[config.mk]
export PLATFORM = sky130hd
export DESIGN_NAME = vcbu_ctrl
export DESIGN_NICKNAME = d
export VERILOG_FILES = /design/src/sv/vcbu_pkg.sv /design/src/sv/vcbu_ctrl.sv
export SDC_FILE = /design/constraint.sdc
export NUM_CORES = 1
export LEC_CHECK = 0
export ABC_AREA = 1
export BUFFER_PORTS_ARGS = -buffer_cell sky130_fd_sc_hd__buf_2
export CAP_MARGIN = 20
export CORE_MARGIN = 5
export CORE_UTILIZATION = 48
export CTS_CLUSTER_SIZE = 8
export DETAILED_ROUTE_END_ITERATION = 6
export PLACE_DENSITY = 0.86
export SYNTH_ARGS = -nofsm -noshare
export SYNTH_HDL_FRONTEND = slang
export SYNTH_SLANG_ARGS = --single-unit
[constraint.sdc]
create_clock -name aclk -period 1.5 [get_ports aclk]
set_input_delay 0.3 -clock aclk [delete_from_list [all_inputs] [get_ports aclk]]
set_output_delay 0.3 -clock aclk [all_outputs]
set_load 0.01 [all_outputs]
[src/sv/vcbu_pkg.sv]
`timescale 1ns / 1ps

package vcbu_pkg;

    localparam int SPAN_LOG2 = 10;
    localparam int VERSIONS  = 1024;
    localparam int NODE_POOL = 16384;

    localparam int SPAN    = 1 << SPAN_LOG2;
    localparam int VER_W   = $clog2(VERSIONS + 1);
    localparam int NODE_W  = $clog2(NODE_POOL);
    localparam int LEN_W   = SPAN_LOG2 + 1;
    localparam int LVL_W   = $clog2(SPAN_LOG2 + 1);
    localparam int FUNC_W  = 2;
    localparam int CHAR_W  = 8;
    localparam int FIELD_W = 11;

    // common width for compares between counts, lengths and version numbers
    localparam int CMP_A = (VER_W > FIELD_W) ? VER_W : FIELD_W;
    localparam int CMP_W = (CMP_A > LEN_W) ? CMP_A : LEN_W;

    // an append needs SPAN_LOG2+1 fresh nodes below NODE_POOL
    localparam int NODE_LIMIT = NODE_POOL - SPAN_LOG2 - 2;

    localparam logic [FUNC_W-1:0] OP_APPEND = 2'd0;
    localparam logic [FUNC_W-1:0] OP_UNDO   = 2'd1;
    localparam logic [FUNC_W-1:0] OP_QUERY  = 2'd2;

    typedef struct packed {
        logic latch_in;     // capture input transaction
        logic tbl_rd;       // read version tables
        logic tbl_sel_back; // table read address is the undo target
        logic a_start;      // append: new version entry, leaf write, root read
        logic u_write;      // undo: copy read entry into new version
        logic q_start;      // query: range check latch, root read
        logic step;         // descend one level
        logic step_wr;      // write copied path node during descent
        logic set_ovf;      // mark dropped append
        logic out_load;     // load result register
    } vcbu_cmd_t;

    typedef struct packed {
        logic [FUNC_W-1:0] op;
        logic              a_fail;
        logic              u_skip;
        logic              q_bad;
        logic              out_free;
    } vcbu_stat_t;

endpackage

[src/sv/vcbu_ctrl.sv]
`timescale 1ns / 1ps

module vcbu_ctrl import vcbu_pkg::*; (
    input  logic       aclk,
    input  logic       aresetn,
    input  logic       s_tvalid,
    output logic       s_tready,
    input  vcbu_stat_t stat,
    output vcbu_cmd_t  cmd
);

    localparam logic [2:0] S_IDLE     = 3'd0;
    localparam logic [2:0] S_DISPATCH = 3'd1;
    localparam logic [2:0] S_A_CHECK  = 3'd2;
    localparam logic [2:0] S_A_WALK   = 3'd3;
    localparam logic [2:0] S_U_WRITE  = 3'd4;
    localparam logic [2:0] S_Q_CHECK  = 3'd5;
    localparam logic [2:0] S_Q_WALK   = 3'd6;
    localparam logic [2:0] S_EMIT     = 3'd7;

    logic [2:0]       state_reg, state_next;
    logic [LVL_W-1:0] lvl_reg, lvl_next;
    logic             lvl_last;

    assign lvl_last = (lvl_reg == LVL_W'(SPAN_LOG2 - 1));
    assign s_tready = (state_reg == S_IDLE);

    always_comb begin
        cmd        = '0;
        state_next = state_reg;
        lvl_next   = lvl_reg;
        case (state_reg)
            S_IDLE: begin
                if (s_tvalid) begin
                    cmd.latch_in = 1'b1;
                    state_next   = S_DISPATCH;
                end
            end
            S_DISPATCH: begin
                case (stat.op)
                    OP_APPEND: begin
                        cmd.tbl_rd = 1'b1;
                        state_next = S_A_CHECK;
                    end
                    OP_QUERY: begin
                        cmd.tbl_rd = 1'b1;
                        state_next = S_Q_CHECK;
                    end
                    OP_UNDO: begin
                        if (stat.u_skip) begin
                            state_next = S_IDLE;
                        end else begin
                            cmd.tbl_rd       = 1'b1;
                            cmd.tbl_sel_back = 1'b1;
                            state_next       = S_U_WRITE;
                        end
                    end
                    default: state_next = S_IDLE;
                endcase
            end
            S_A_CHECK: begin
                if (stat.a_fail) begin
                    cmd.set_ovf = 1'b1;
                    state_next  = S_IDLE;
                end else begin
                    cmd.a_start = 1'b1;
                    lvl_next    = '0;
                    state_next  = S_A_WALK;
                end
            end
            S_A_WALK: begin
                cmd.step    = 1'b1;
                cmd.step_wr = 1'b1;
                lvl_next    = lvl_reg + LVL_W'(1);
                if (lvl_last) begin
                    state_next = S_IDLE;
                end
            end
            S_U_WRITE: begin
                cmd.u_write = 1'b1;
                state_next  = S_IDLE;
            end
            S_Q_CHECK: begin
                cmd.q_start = 1'b1;
                lvl_next    = '0;
                state_next  = stat.q_bad ? S_EMIT : S_Q_WALK;
            end
            S_Q_WALK: begin
                cmd.step = 1'b1;
                lvl_next = lvl_reg + LVL_W'(1);
                if (lvl_last) begin
                    state_next = S_EMIT;
                end
            end
            S_EMIT: begin
                if (stat.out_free) begin
                    cmd.out_load = 1'b1;
                    state_next   = S_IDLE;
                end
            end
            default: state_next = S_IDLE;
        endcase
    end

    always_ff @(posedge aclk) begin
        if (!aresetn) begin
            state_reg <= S_IDLE;
            lvl_reg   <= '0;
        end else begin
            state_reg <= state_next;
            lvl_reg   <= lvl_next;
        end
    end

endmodule

==> flow_summary.json <==
{
  "status": "completed",
  "reg2reg_depth": 7,
  "totalPowerFinal_mw": 0.6838,
  "ir_drop_mv": 0.4171,
  "dp_slack_ns": 0.1420,
  "critPathArrivalTime_ns": 1.15,
  "fp.dieArea_sq_um": 2155,
  "port-buffer-count": 19,
  "fin_ws_ns": 0.04625,
  "cp_slowest_cell": "dfxtp_4",
  "synthMuxAreaShare": 0,
  "cp-end-kind": "output port",
  "clockBufferDepth": 2,
  "fill_cells": 141,
  "worstReg2RegStart": "lvl_reg[0]$_SDFFE_PN0P_",
  "synth_top_area_cell": "dfxtp_1",
  "grt_pass1_vias": 543,
  "clk_pin_slew_worst_paths_ns": 0.05,
  "crit_chain": "inv_2, nand2_1, nor2_2, nand2_1, inv_1, buf_2",
  "cts_buffers": 3,
  "drive_gt1_frac": 0.3308,
  "cts-root-buf": "clkbuf_4",
  "area_growth_pct": 24.56,
  "r2r_setup_slack_ns": 0.11,
  "finalHoldViolCount": 0,
  "antenna_found_initial": 0,
  "worst_slew_pin_slew_ns": 0.2016,
  "ys_async_sr_fraction": 0,
  "hold_path.class": "in2reg",
  "place.gp.congestion": 0.8054,
  "wl_per_cell_um": 10.87,
  "h-tree-depth": 1,
  "grt_max_degree": 12,
  "leakage_nw": 0.4573,
  "totalWireLength_um": 1609,
  "clock.fmax_ghz": 0.6879,
  "syn_inst": 109,
  "largest_reg_flops": 4,
  "coreArea_sq_um": 1285,
  "finalNonFillerCells": 148,
  "cp-endpoint": "cmd[8]",
  "initial_core_util": 0.4956,
  "cts_hold_buffers": 0,
  "tns_ns": 0,
  "synth_area_per_cell_sq_um": 5.843,
  "synth_xor_area_frac": 0,
  "antenna_cells": 0,
  "ant_nets": 0,
  "cp.required_ns": 1.20,
  "drv_slew": 0,
  "drt_iter0_drc": 13,
  "std_cell_rows": 13,
  "path_class": "reg2out",
  "synth_edf_count": 0,
  "overflow": 0,
  "fin_nets": 145,
  "drcViolationCount": 0,
  "multiInputGateArea_sq_um": 384.1,
  "worst_path_most_repeated_cell": "nand2_1",
  "syn-cell-area_sq_um": 636.9,
  "max_stage_delay_ns": 0.38,
  "yosysWarningCount": 0,
  "synth_adder_area_share": 0.03929,
  "cts_tree": "done",
  "grt_usage": 0.1465,
  "synth_compound_area_frac": 0.08055,
  "max_cap_viol_count": 0,
  "r2r-end": "state_reg[2]$_SDFFE_PN0P_",
  "top_level_ports": 20,
  "seqCellArea_sq_um": 151.4,
  "crit_path_start": "state_reg[1]$_SDFFE_PN0P_",
  "viasPerCell": 4.912,
  "yosys.area_share.simple": 0.4794,
  "powerDensity_nw_per_um2": 862.0,
  "die_w_um": 46.43,
  "ys_seq_area_frac": 0.2200,
  "synthesis.nets": 120,
  "yosysUniqueCellTypes": 20,
  "synth_top_family_by_area": "simple AND/OR/NAND/NOR gates",
  "skew_ns": 0.0007120,
  "num_vias": 727,
  "yosys-top-cells-area": "dfxtp_1 22%, nand2_1 19%, inv_1 10%, nand3_1 7.1%, nor2_1 6.5%",
  "grt_pass1_wl_um": 2249,
  "slew_headroom": 0.8644,
  "yosys_register_bits": 7,
  "fin_crit_sh": 0.9692,
  "synth_top_cell_area_share": 0.2200,
  "firstDrtPassIters": 4,
  "cp-start-kind": "flop",
  "crit_fanout": 11,
  "fin_crit_ns": 1.454,
  "hpwlAfterDp_um": 1206,
  "clk_latency_ns": 0.25,
  "ys.flop_type": "dfxtp_1",
  "mostFrequentLayoutCell": "nand2_1",
  "layout_common_cells": "32 x nand2_1, 19 x buf_2, 17 x inv_1",
  "clock_sinks": 7,
  "die_h_um": 46.43,
  "numPlacedInstances": 141,
  "final-setup-viol-count": 0
}
==> synth_stat cells, types with 2 or more instances <==
| master | instances |
|---|---|
| nor2_1 | 11 |
| buf_6 | 2 |
| ha_1 | 2 |
| dfxtp_1 | 7 |
| nand3_1 | 9 |
| nand4_1 | 4 |
| nand2_2 | 4 |
| nor3_1 | 2 |
| inv_1 | 17 |
| inv_2 | 4 |
| nand3_2 | 2 |
| a21oi_1 | 6 |
| nand2_1 | 32 |
==> critical path, delay by kind of cell, from the launching register on <==
| family | cells | cell delay [ns] |
|---|---|---|
| AND/OR/NAND/NOR | 3 | 0.27 |
| flip-flops | 1 | 0.38 |
| buffers and inverters | 3 | 0.23 |
==> through the flow <==
step	hold WS, ns	instance area (sq um)	util
floorplan	0.4258	636.9	-
global placement	0.4868	728.2	0.5667
detailed placement	0.4964	728.2	0.5667
CTS	0.2748	758.2	0.5901
global route	0.2752	793.3	0.6173
finish	0.2738	793.3	0.6173
==> cells by family after synthesis <==
| family | after synthesis |
|---|---|
| compound gates | 8 |
| fa+ha+maj | 2 |
| buf+inv | 25 |
| simple gates | 67 |
| flops | 7 |
==> metal layers <==
metal  up-vias  GRT usage  routed length (um)  part of all wire
met4         0    0.09091                  25             0.016
met2        23     0.2253                 807              0.50
li1        385          -                   -                 -
met1       314     0.1782                 665              0.41
met5         -          0                   0                 0
met3         5    0.03906                 111             0.069
==> what timing repair did <==
action | in CTS | in global routing
setup endpoints to repair | 9 | 5
endpoints found under the hold margin | 0 | 0
gates cloned | 0 | 0
resized for setup | 3 | 5
setup buffers | 0 | 3
pin swaps | 0 | 2
==> layout make-up <==
class / count / share of cell area
Clock buffer: 4 / 0.03312
Inverter: 22 / 0.1104
Multi-Input combinational cell: 77 / 0.4842
Sequential cell: 7 / 0.1909
Tap cell: 15 / 0.02366
Timing Repair Buffer: 23 / 0.1577
==> report_power, final <==
group,switching (mW),internal [mW]
combinational,0.164,0.101
clock,0.0702,0.102
sequential,0.0408,0.206
total,0.275,0.408
==> worst min path at each step <==
| stage | start | to | depth (start not counted) |
|---|---|---|---|
| 2_1_floorplan | aresetn | state_reg[0]$_SDFFE_PN0P_ | 2 |
| 3_3_place_gp | lvl_reg[3]$_SDFFE_PN0P_ | lvl_reg[3]$_SDFFE_PN0P_ | 2 |
| 3_5_place_dp | lvl_reg[3]$_SDFFE_PN0P_ | lvl_reg[3]$_SDFFE_PN0P_ | 2 |
| 4_1_cts | aresetn | state_reg[0]$_SDFFE_PN0P_ | 3 |
| 5_1_grt | aresetn | state_reg[0]$_SDFFE_PN0P_ | 3 |
| 6_report | aresetn | state_reg[0]$_SDFFE_PN0P_ | 3 |
Power figures use the tool's default switching activity.
